File: src/hw/rtl/tte_pkg.sv
// shared types, constants and score helpers for the transposition table engine
`default_nettype none

package tte_pkg;

    localparam int ENTRIES_DEFAULT = 1024;
    localparam int MATE_VALUE      = 30000;
    localparam int MAX_PLY         = 64;

    localparam int KEY_W   = 64;
    localparam int DEPTH_W = 8;
    localparam int SCORE_W = 16;
    localparam int PLY_W   = 10;
    localparam int BOUND_W = 2;
    localparam int MOVE_W  = 32;

    // stream payload widths
    localparam int IN_DATA_W  = 168;
    localparam int OUT_DATA_W = 48;
    localparam int OUT_USER_W = 2;

    localparam logic KIND_PROBE = 1'b0;
    localparam logic KIND_STORE = 1'b1;

    typedef logic signed [SCORE_W-1:0] score_t;
    typedef logic signed [DEPTH_W-1:0] depth_t;
    typedef logic signed [SCORE_W+1:0] wide_score_t;

    typedef enum logic [BOUND_W-1:0] {
        BOUND_EXACT = 2'd0,
        BOUND_LOWER = 2'd1,
        BOUND_UPPER = 2'd2
    } bound_t;

    typedef struct packed {
        logic [KEY_W-1:0]   key;
        score_t             score;
        depth_t             depth;
        logic [BOUND_W-1:0] bound;
        logic [MOVE_W-1:0]  move;
    } tte_entry_t;

    localparam int ENTRY_W = $bits(tte_entry_t);

    typedef enum logic [1:0] {
        ST_CLEAR,
        ST_IDLE,
        ST_READ,
        ST_EXEC
    } tte_state_t;

    typedef struct packed {
        logic clear_wr;
        logic capture;
        logic rd;
        logic finish;
    } tte_cmd_t;

    typedef struct packed {
        logic clear_last;
        logic out_free;
    } tte_stat_t;

    localparam wide_score_t MATE_LIMIT = 18'(MATE_VALUE - MAX_PLY);
    localparam wide_score_t SAT_HI     = 18'sd32767;
    localparam wide_score_t SAT_LO     = -18'sd32767;
    localparam score_t      SCORE_MIN  = 16'sh8000;

    // clamp an input score into the symmetric range
    function automatic score_t sat_in(input score_t v);
        return (v == SCORE_MIN) ? score_t'(-16'sd32767) : v;
    endfunction

    function automatic score_t sat16(input wide_score_t v);
        if (v > SAT_HI)
            return score_t'(SAT_HI[SCORE_W-1:0]);
        if (v < SAT_LO)
            return score_t'(SAT_LO[SCORE_W-1:0]);
        return v[SCORE_W-1:0];
    endfunction

    function automatic wide_score_t widen(input score_t s);
        return {{2{s[SCORE_W-1]}}, s};
    endfunction

    function automatic wide_score_t widen_ply(input logic [PLY_W-1:0] p);
        return {{(SCORE_W+2-PLY_W){1'b0}}, p};
    endfunction

    // mate scores stored independent of ply
    function automatic score_t to_table(input score_t s, input logic [PLY_W-1:0] p);
        wide_score_t ws;
        ws = widen(s);
        if (ws > MATE_LIMIT)
            return sat16(ws + widen_ply(p));
        if (ws < -MATE_LIMIT)
            return sat16(ws - widen_ply(p));
        return s;
    endfunction

    function automatic score_t from_table(input score_t s, input logic [PLY_W-1:0] p);
        wide_score_t ws;
        ws = widen(s);
        if (ws > MATE_LIMIT)
            return sat16(ws - widen_ply(p));
        if (ws < -MATE_LIMIT)
            return sat16(ws + widen_ply(p));
        return s;
    endfunction

endpackage

`default_nettype wire

File: src/hw/rtl/tte_ctrl.sv
// sequencing state machine: clearing pass, capture, slot read, execute
`default_nettype none

module tte_ctrl
    import tte_pkg::*;
(
    input  wire logic      clk,
    input  wire logic      rst_n,
    input  wire logic      in_valid,
    output logic           in_ready,
    input  wire tte_stat_t stat,
    output tte_cmd_t       cmd
);

    tte_state_t state_reg;
    tte_state_t state_next;

    always_ff @(posedge clk or negedge rst_n)
    begin
        if (!rst_n)
        begin
            state_reg <= ST_CLEAR;
        end
        else
        begin
            state_reg <= state_next;
        end
    end

    always_comb
    begin
        state_next = state_reg;
        unique case (state_reg)
            ST_CLEAR:
            begin
                if (stat.clear_last)
                    state_next = ST_IDLE;
            end
            ST_IDLE:
            begin
                if (in_valid)
                    state_next = ST_READ;
            end
            ST_READ:
            begin
                state_next = ST_EXEC;
            end
            ST_EXEC:
            begin
                if (stat.out_free)
                    state_next = ST_IDLE;
            end
            default:
            begin
                state_next = ST_CLEAR;
            end
        endcase
    end

    always_comb
    begin
        cmd      = '0;
        in_ready = 1'b0;
        unique case (state_reg)
            ST_CLEAR:
            begin
                cmd.clear_wr = 1'b1;
            end
            ST_IDLE:
            begin
                in_ready    = 1'b1;
                cmd.capture = in_valid;
            end
            ST_READ:
            begin
                cmd.rd = 1'b1;
            end
            ST_EXEC:
            begin
                cmd.finish = stat.out_free;
            end
            default:
            begin
                cmd = '0;
            end
        endcase
    end

endmodule

`default_nettype wire

File: config.mk
export PLATFORM = sky130hd
export DESIGN_NAME = tte_ctrl
export DESIGN_NICKNAME = d
export VERILOG_FILES = /design/src/hw/rtl/tte_pkg.sv /design/src/hw/rtl/tte_ctrl.sv
export SDC_FILE = /design/constraint.sdc
export NUM_CORES = 1
export LEC_CHECK = 0
export BUFFER_PORTS_ARGS = -buffer_cell sky130_fd_sc_hd__buf_2
export CAP_MARGIN = 40
export CORE_AREA = 2 2 39 41
export CTS_BUF_LIST = sky130_fd_sc_hd__clkbuf_4
export CTS_CLUSTER_SIZE = 30
export DETAILED_ROUTE_END_ITERATION = 10
export DIE_AREA = 0 0 41 43
export HOLD_SLACK_MARGIN = 0.06
export PLACE_DENSITY = 0.36
export REMOVE_ABC_BUFFERS = 1
export SYNTH_ARGS = -nofsm -noshare
export SYNTH_HDL_FRONTEND = slang
export SYNTH_SLANG_ARGS = --single-unit
File: constraint.sdc
create_clock -name clk -period 1.8 [get_ports clk]
set_clock_uncertainty 0.15 [all_clocks]
set_input_delay 0.09 -clock clk [delete_from_list [all_inputs] [get_ports clk]]
set_output_delay 0.09 -clock clk [all_outputs]
set_load 0.01 [all_outputs]
======== After elaboration in Yosys (flattened, before gate mapping) ========
Index checks and enable logic that the tools add are counted.
storage, ports and cells
  input bits .............................. 5
  word-level logic and storage cells ...... 18
  output and inout port bits .............. 5
  register bits after elaboration ......... 2
cells by class
  multiplexer cells ....................... 9
  equal/unequal tests ..................... 6
  reductions and logical operators ........ 2
operator list
  cell                                                  count
  one-hot mux 2 bit (4 select lines)                    1
  2-to-1 mux 2 bit                                      3
  inequality test 2 bit (second input constant)         3
  2-to-1 mux 1 bit                                      5
  equality test 2 bit (second input constant)           2
  AND reduction 3 bit                                   1
  equality test 2 x 1 -> 1 bit (second input constant)  1
  zero test 2 bit                                       1

======== Logic depth before layout (Yosys ltp) ========
Gate-level depths: netlist (run 1).
  depth after elaboration ................. 3
  depth in mapped cells ................... 4
  mapped depth without buffers ............ 4

======== Least setup slack after synthesis (run 1) ========
Ideal clock, no wire load.
  path type ............................... flip-flop to flip-flop
  from .................................... register state_reg[0]
  to ...................................... register state_reg[1]
  data required time ...................... 1.523 ns
  cell stages (with the launch flop) ...... 5
  path slack .............................. 0.036 ns
  library setup time ...................... 0.127 ns
  arrival time ............................ 1.487 ns
  path through ............................ dfrtp_1 -> inv_1 -> ha_1 -> a222oi_1 -> mux2_1
between the ends
  longest elaborated chain between the ends .. 3
  elaborated cells between the ends (all ways) .. 9
RTL lines
  item                                         line            text
  from (decl)                                  tte_ctrl.sv:15  tte_state_t state_reg;
  from (signal assigned)                       tte_ctrl.sv:26  state_reg <= state_next;
  equality test 2 bit (tied with other cells)  tte_ctrl.sv:33  unique case (state_reg)
  inequality test 2 bit (no source line)       n/a
  AND reduction 3 bit (no source line)         n/a
Several ways; a longest one is shown, not always the timed one.
A chain may end at the register's enable or synchronous reset.

======== Final worst setup path (run 1) ========
  from .................................... register state_reg[1]
  to ...................................... register state_reg[1]
Same word-level chain as after synthesis.

==> results of run 1 <==
cells in the mapped netlist, drive strengths merged:
| cell | n | share of area (%) |
|---|---|---|
| mux2 | 1 | 6.4 |
| dfrtp | 2 | 28 |
| inv | 5 | 11 |
| mux2i | 1 | 5.7 |
| and2 | 2 | 7.8 |
| a222oi | 1 | 5.7 |
| ha | 5 | 35 |
routing by layer:
| layer | vias to the layer above | track usage, % |
|---|---|---|
| met5 | - | 0 |
| met2 | 10 | 7.50 |
| met3 | 0 | 1.57 |
| met1 | 81 | 5.16 |
| met4 | 0 | 6.00 |
| li1 | 90 | - |
worst reg2reg max path, cell delays in order, from the launching register on:
cell,delay (ps)
dfrtp_1,400
buf_4,150
ha_1,180
a222oi_1,240
buf_4,180
mux2_4,300
power groups by stage:
stage / clock network [mW] / registers (mW) / logic (mW)
floorplan: 0 / 0.0884 / 0.155
global placement: 0 / 0.0950 / 0.253
detailed placement: 0 / 0.0954 / 0.262
CTS: 0.105 / 0.0949 / 0.265
global route: 0.107 / 0.101 / 0.373
finish: 0.0978 / 0.0974 / 0.331
cells by family after synthesis:
group,count (synthesis)
muxes,2
AOI/OAI and AO/OA,1
buffers and inverters,5
and+or+nand+nor,2
DFF,2
adders and majority gates,5
area by class of cell:
class	instances	area [um2]
Clock buffer	3	22.5
Fill cell	150	1060
Inverter	5	18.8
Multi-Input combinational cell	10	114
Sequential cell	2	50.0
Tap cell	16	20.0
Timing Repair Buffer	15	95.1
worst min-delay path by stage:
stage	endpoint	slack, ps	cells past startpoint
final	state_reg[0]	260	5
after global routing	state_reg[0]	290	5
after CTS	state_reg[0]	230	5
after detailed placement	state_reg[0]	-270	1
after global placement	state_reg[0]	-270	1
after floorplan	state_reg[0]	-360	0
timing repair:
action / 4_1_cts / 5_1_grt
endpoints found under the hold margin: 2 / 0
hold buffers: 2 / 0
gates resized for setup: 0 / 4
setup buffers: 0 / 2
setup endpoints to repair: 0 / 1
==> results_dict.tcl, run 1 <==
set metrics [dict create \
    period_needed_ps 1710 \
    regToRegStartpoint "state_reg[1]" \
    yosys.area_share.simple_pct 7.80 \
    h-tree-depth 1 \
    synth-compound-area-share_pct 5.67 \
    grt_setup_unrepaired "no" \
    drc_errors 0 \
    p_leak_nw 0.191 \
    start_kind "register" \
    die_w_um 41 \
    drv_cap 0 \
    setup_viol 0 \
    port_buffers 9 \
    nets 47 \
    hold_viol 0 \
    grt_pass1_vias 166 \
    fp.dieArea_mm2 0.00176 \
    avgSynthCellArea_um2 10.4 \
    io-pin-count 10 \
    yosys.cell_types.count 8 \
    routed_via_density 3.55 \
    core-area_mm2 0.00138 \
    met1_length_um 191 \
    syn_area_um2 176 \
    crit_buf_inv 2 \
    crit_fanout 4 \
    root_buffer "clkbuf_4" \
    worst-r2r-cell-count 5 \
    die_h_um 43 \
    synthXorXnorAreaFrac_pct 0 \
    worstPathArrival_ps 1660 \
    final_core_util_pct 23.1 \
    hold_ws_ps 259 \
    grt_overflow 0 \
    path_clk_slew_ps 30 \
    grt_max_degree 5 \
    setup_tns_ps 0 \
    wl_um 453 \
    cpPeakStageDelay_ps 400 \
    cp-startpoint "state_reg[1]" \
    crit_family "flip-flops" \
    dp_slack_ps 16.1 \
    path_depth 5 \
    numCtsBuffers 3 \
    cp.required_ps 1750 \
    fmax_ghz 0.584 \
    final_common_cell "buf_2" \
    top_layer "met3" \
    largest_register_ffs 2 \
    layout_common_cells "9 x buf_2, 4 x ha_1, 4 x buf_4" \
    worstSetupEndpoint "state_reg[1]" \
    clock_latency_ps 220 \
    crit_path_top_delay_cell "dfrtp_1" \
    r2r_setup_slack_ps 90 \
    first_pass_iters 4 \
    area_growth_pct 81.6 \
    antenna_found_initial 0 \
    wl_met2_um 207 \
    synth_seq_cells 2 \
    cts.path.max_buffers 2 \
    dp.cells 44 \
    power.internal_mw 0.331 \
    swShare_pct 37.1 \
    synth_top_family_by_area "adder cells" \
    clock-sinks 2 \
    worst_pin_slew_ps 262 \
    synth_cells 17 \
    post_drt_wl_per_cell_um 8.88 \
    end_kind "register" \
    dp_hpwl_um 332 \
    combinationalPowerShare_pct 62.9 \
    yosysWarnings 0 \
    gp_congestion 0.595 \
    hold_path.class "in -> reg" \
    fin_ws_ps 88.5 \
    antenna_left 0 \
    crit_type "reg -> reg" \
    period_share_pct 95.1 \
    power_density_mw_per_mm2 1640 \
    path_cells "buf_4 > ha_1 > a222oi_1 > buf_4 > mux2_4" \
    rows 14 \
    fin_cells 51 \
    grt_pass1_wl_um 586 \
    r2r-end "state_reg[1]" \
    vias 181 \
    p_total_mw 0.527 \
    holdCritStartpoint "stat[0]" \
    clkPwrFrac_pct 18.6 \
    design_area_um2 320 \
    synth_seq_area_share_pct 28.4 \
    grt_use_total_pct 5.23 \
    p_sw_mw 0.195 \
    drive_gt1_share_pct 60.0 \
    cts_tree "done" \
    critPathMostFrequentCell "buf_4" \
    first_iter_violations 5 \
    muxShareOfSynthArea_pct 12.1 \
    synth_fa_ha_area_share_pct 35.5 \
    ir_drop_mv 0.499 \
    power_frac_seq_pct 18.5 \
    dr_wl_met3_um 55 \
    outcome "finished, final reports clean" \
    slew_violations 0 \
    max_slew_margin_pct 82.5 \
    place_area_um2 256 \
    antennaDiodeCount 0 \
    start_util_pct 12.7 \
]
Power figures use the tool's default switching activity.
==> run 2, diff against run 1 <==
--- a/config.mk
+++ b/config.mk
@@ -5,6 +5,7 @@
 export SDC_FILE = /design/constraint.sdc
 export NUM_CORES = 1
 export LEC_CHECK = 0
+export ABC_AREA = 0
 export BUFFER_PORTS_ARGS = -buffer_cell sky130_fd_sc_hd__buf_2
 export CAP_MARGIN = 40
 export CORE_AREA = 2 2 39 41
==> constraint.sdc (replaced) <==
create_clock -name clk -period 1.8 [get_ports clk]
set_clock_uncertainty 0.15 [all_clocks]
set_input_delay 0.36 -clock clk [delete_from_list [all_inputs] [get_ports clk]]
set_output_delay 0.36 -clock clk [all_outputs]
set_load 0.01 [all_outputs]
==> run 2 against run 1 <==
Sequential power is 0.7% higher; setup slack worse by 10 ps; wire length is 1.5% lower; sequential share of layout area is 0.50 points higher; cell count is 2.0% lower; hold slack better by 43 ps; register-to-register slack hardly changed; clock power hardly changed; combinational power hardly changed; flip-flop and latch count stayed put; design area is 3.1% lower; critical path type is now reg -> out; critical endpoint is now cmd[0].
==> results_dict.tcl, run 2 (synthesis gave the netlist of run 1 again) <==
set metrics [dict create \
    first_iter_violations 5 \
    crit_fanout 4 \
    max_slew_margin_pct 82.6 \
    port_buffers 9 \
    die_w_um 41 \
    hold_path.class "in -> async" \
    layout_common_cells "9 x buf_2, 4 x ha_1, 4 x buf_4" \
    grt_use_total_pct 5.03 \
    nets 46 \
    antennaDiodeCount 0 \
    numCtsBuffers 3 \
    p_leak_nw 0.187 \
    path_cells "buf_4 > ha_1 > and2_1 > buf_2" \
    worst_pin_slew_ps 262 \
    wl_um 446 \
    fin_cells 50 \
    hold_viol 0 \
    first_pass_iters 4 \
    grt_pass1_wl_um 558 \
    outcome "finished, final reports clean" \
    io-pin-count 10 \
    dp.cells 44 \
    rows 14 \
    gp_congestion 0.595 \
    cts_tree "done" \
    area_growth_pct 75.9 \
    fmax_ghz 0.581 \
    dp_hpwl_um 332 \
    cts.path.max_buffers 2 \
    grt_setup_unrepaired "no" \
    crit_type "reg -> out" \
    clock_latency_ps 220 \
    cp.required_ps 1290 \
    start_kind "register" \
    path_clk_slew_ps 30 \
    post_drt_wl_per_cell_um 8.92 \
    die_h_um 43 \
    cpPeakStageDelay_ps 400 \
    power_density_mw_per_mm2 1690 \
    antenna_left 0 \
    core-area_mm2 0.00138 \
    grt_pass1_vias 158 \
    root_buffer "clkbuf_4" \
    final_common_cell "buf_2" \
    ir_drop_mv 0.491 \
    crit_path_top_delay_cell "dfrtp_1" \
    vias 176 \
    cp-startpoint "state_reg[1]" \
    period_share_pct 95.7 \
    end_kind "output port" \
    grt_overflow 0 \
    drive_gt1_share_pct 61.8 \
    largest_register_ffs 2 \
    h-tree-depth 1 \
    setup_viol 0 \
    routed_via_density 3.52 \
    grt_max_degree 5 \
    drc_errors 0 \
    setup_tns_ps 0 \
    fp.dieArea_mm2 0.00176 \
    clock-sinks 2 \
    period_needed_ps 1720 \
    start_util_pct 12.7 \
    slew_violations 0 \
    worstPathArrival_ps 1210 \
    regToRegStartpoint "state_reg[1]" \
    drv_cap 0 \
    antenna_found_initial 0 \
]
==> run 2: metal layers <==
| metal | global-route usage (%) | part of all wire (%) | up-vias |
|---|---|---|---|
| met5 | 0 | 0 | - |
| met4 | 6.00 | 0 | 0 |
| met3 | 1.57 | 12 | 0 |
| met2 | 6.88 | 45 | 10 |
| met1 | 5.16 | 42 | 78 |
| li1 | - | - | 88 |
==> run 2: worst paths after layout <==
path	to	slack, ps	cells after the start
worst max-delay path	cmd[0]	80	4
worst min-delay path	state_reg[1]	300	2
worst max register to register	state_reg[1]	90	5
worst min register to register	state_reg[1]	440	1
max in group asynchronous	state_reg[0]	1100	2
min in group clk	state_reg[1]	440	1
==> run 2: metrics by stage <==
stage                     worst slack [ps]  area (um2)  power, mW  utilization, %  hold WS (ps)
final                                 78.2         310      0.524            22.4           302
after global routing                  13.4         310      0.578            22.4           292
after CTS                             11.8         289      0.464            20.9           287
after detailed placement              16.1         256      0.357            18.5         -2.88
after global placement                34.8         256      0.348            18.5         -3.06
after floorplan                       35.7         176      0.244               -         -85.6
==> run 2: cell type report <==
type / instances / area (um2)
fill: 151 / 1070
multi-input combinational: 10 / 114
timing repair buffer: 14 / 85.1
sequential: 2 / 50.0
clock buffer: 3 / 22.5
tap: 16 / 20.0
inverter: 5 / 18.8
==> run 2: critical path, delay by kind of cell, from the launching register on <==
family / cells / cell delay (ps)
flip-flops: 1 / 400
AND/OR/NAND/NOR: 1 / 130
adder cells (fa/ha/maj): 1 / 180
buffers and inverters: 2 / 280
==> run 2: what timing repair did <==
item                                   4_1_cts  5_1_grt
setup endpoints to repair                    0        2
gates resized for setup                      0        4
hold buffers                                 1        0
setup buffers                                0        2
endpoints found under the hold margin        2        0
==> run 2: where the power goes <==
part	leakage (nW)	total (mW)	switching (mW)	internal, mW
sequential	0.0224	0.0981	0.0285	0.0697
clock	0.0138	0.0978	0.0243	0.0735
combinational	0.151	0.328	0.141	0.187
total	0.187	0.524	0.194	0.330
==> run 3, diff against run 2 <==
--- a/config.mk
+++ b/config.mk
@@ -9,13 +9,13 @@
 export BUFFER_PORTS_ARGS = -buffer_cell sky130_fd_sc_hd__buf_2
 export CAP_MARGIN = 40
 export CORE_AREA = 2 2 39 41
-export CTS_BUF_LIST = sky130_fd_sc_hd__clkbuf_4
 export CTS_CLUSTER_SIZE = 30
 export DETAILED_ROUTE_END_ITERATION = 10
 export DIE_AREA = 0 0 41 43
 export HOLD_SLACK_MARGIN = 0.06
 export PLACE_DENSITY = 0.36
 export REMOVE_ABC_BUFFERS = 1
+export SETUP_SLACK_MARGIN = 0.15
 export SYNTH_ARGS = -nofsm -noshare
 export SYNTH_HDL_FRONTEND = slang
 export SYNTH_SLANG_ARGS = --single-unit
==> run 3 against run 2 <==
Design area is 16% higher; core utilization is 3.6 points higher; critical path depth did not move; global-route usage rose by 0.40 points; critical path type unchanged.
==> results_dict.tcl, run 3 (synthesis gave the netlist of run 1 again) <==
set metrics [dict create \
    outcome "finished, final reports clean" \
    setup_tns_ps 0 \
    hold_path.class "in -> async" \
    start_kind "register" \
    crit_path_top_delay_cell "dfrtp_2" \
    rows 14 \
    crit_fanout 4 \
    clock-sinks 2 \
    grt_use_total_pct 5.43 \
    clock_latency_ps 220 \
    first_iter_violations 6 \
    crit_type "reg -> out" \
    slew_violations 0 \
    worstPathArrival_ps 1160 \
    grt_pass1_wl_um 600 \
    period_share_pct 92.7 \
    nFillCells 146 \
    fmax_ghz 0.599 \
    final_common_cell "buf_2" \
    worst_pin_slew_ps 266 \
    root_buffer "clkbuf_4" \
    r2r_setup_slack_ps 150 \
    grt_max_degree 5 \
    cts_tree "done" \
    drive_gt1_share_pct 77.1 \
    power_frac_seq_pct 15.4 \
    hold_ws_ps 302 \
    first_pass_iters 4 \
    h-tree-depth 1 \
    cpPeakStageDelay_ps 430 \
    ir_drop_mv 0.525 \
    swShare_pct 36.9 \
    power_density_mw_per_mm2 1740 \
    wl_um 478 \
    die_w_um 41 \
    io-pin-count 10 \
    numCtsBuffers 3 \
    setup_viol 0 \
    cp.required_ps 1290 \
    dp_hpwl_um 332 \
    routed_via_density 3.51 \
    clkPwrFrac_pct 15.6 \
    grt_overflow 0 \
    gp_congestion 0.595 \
    critPathMostFrequentCell "buf_6" \
    fp.dieArea_mm2 0.00176 \
    antennaDiodeCount 0 \
    die_h_um 43 \
    path_clk_slew_ps 30 \
    nets 47 \
    port_buffers 9 \
    antenna_found_initial 0 \
    p_leak_nw 0.192 \
    cts.path.max_buffers 2 \
    drc_errors 0 \
    grt_pass1_vias 168 \
    p_sw_mw 0.232 \
    hold_viol 0 \
    post_drt_wl_per_cell_um 9.37 \
    period_needed_ps 1670 \
    area_growth_pct 104 \
    max_slew_margin_pct 82.3 \
    vias 179 \
    combinationalPowerShare_pct 69.1 \
    grt_setup_unrepaired "yes" \
    path_cells "buf_6 > ha_4 > and2_4 > buf_6" \
    layout_common_cells "8 x buf_2, 4 x buf_4, 3 x inv_1, 3 x clkbuf_4" \
    core-area_mm2 0.00138 \
    drv_cap 0 \
    p_total_mw 0.627 \
    antenna_left 0 \
    start_util_pct 12.7 \
    largest_register_ffs 2 \
    power.internal_mw 0.396 \
    end_kind "output port" \
]
[run 3: metrics by stage]
stage	utilization (%)	area (um2)	worst slack, ps	instances
5_1_grt	26.0	360	46.4	51
3_5_place_dp	18.5	256	16.1	44
6_report	26.0	360	131	51
3_3_place_gp	18.5	256	34.8	44
2_1_floorplan	-	176	35.7	17
4_1_cts	25.7	355	117	51
[run 3: timing repair]
action,in CTS,in global routing
pin swaps,3,1
setup endpoints to repair,3,5
resized for setup,11,2
buffers inserted,3,0
hold endpoints to repair,2,0
hold buffers,1,0
[run 3: path summary, 6_finish.rpt]
check	cells after the start	endpoint	from
setup / recovery	4	cmd[0]	state_reg[0]
hold / removal	2	state_reg[1]	rst_n
setup reg to reg	6	state_reg[0]	state_reg[0]
hold reg to reg	2	state_reg[1]	state_reg[1]
max in group asynchronous	2	state_reg[0]	rst_n
min in group clk	2	state_reg[1]	state_reg[1]
[run 3: routing by layer]
metal	wire [um]	vias up	global-route usage (%)
met4	0	0	6.00
met5	0	-	0
met3	49	0	1.57
met1	203	79	5.16
li1	-	90	-
met2	225	10	8.13
[run 3: power groups by stage]
stage / clock (mW) / sequential [mW] / combinational (mW)
2_1_floorplan: 0 / 0.0884 / 0.155
3_3_place_gp: 0 / 0.0950 / 0.253
3_5_place_dp: 0 / 0.0954 / 0.262
4_1_cts: 0.105 / 0.0927 / 0.411
5_1_grt: 0.107 / 0.0995 / 0.482
6_report: 0.0978 / 0.0964 / 0.433
[run 3: worst max-delay path: cells and delay by family (launching register included)]
| family | cells | cell delay (ps) |
|---|---|---|
| buffers and inverters | 2 | 240 |
| adders and majority gates | 1 | 140 |
| DFF | 1 | 430 |
| and+or+nand+nor | 1 | 130 |
[run 3: final cells by class]
type | instances | area, um2 | share of cell area, %
sequential | 2 | 51.3 | 14.2
multi-input combinational | 10 | 145 | 40.3
clock buffer | 3 | 22.5 | 6.25
tap | 16 | 20.0 | 5.56
timing repair buffer | 15 | 103 | 28.5
inverter | 5 | 18.8 | 5.21
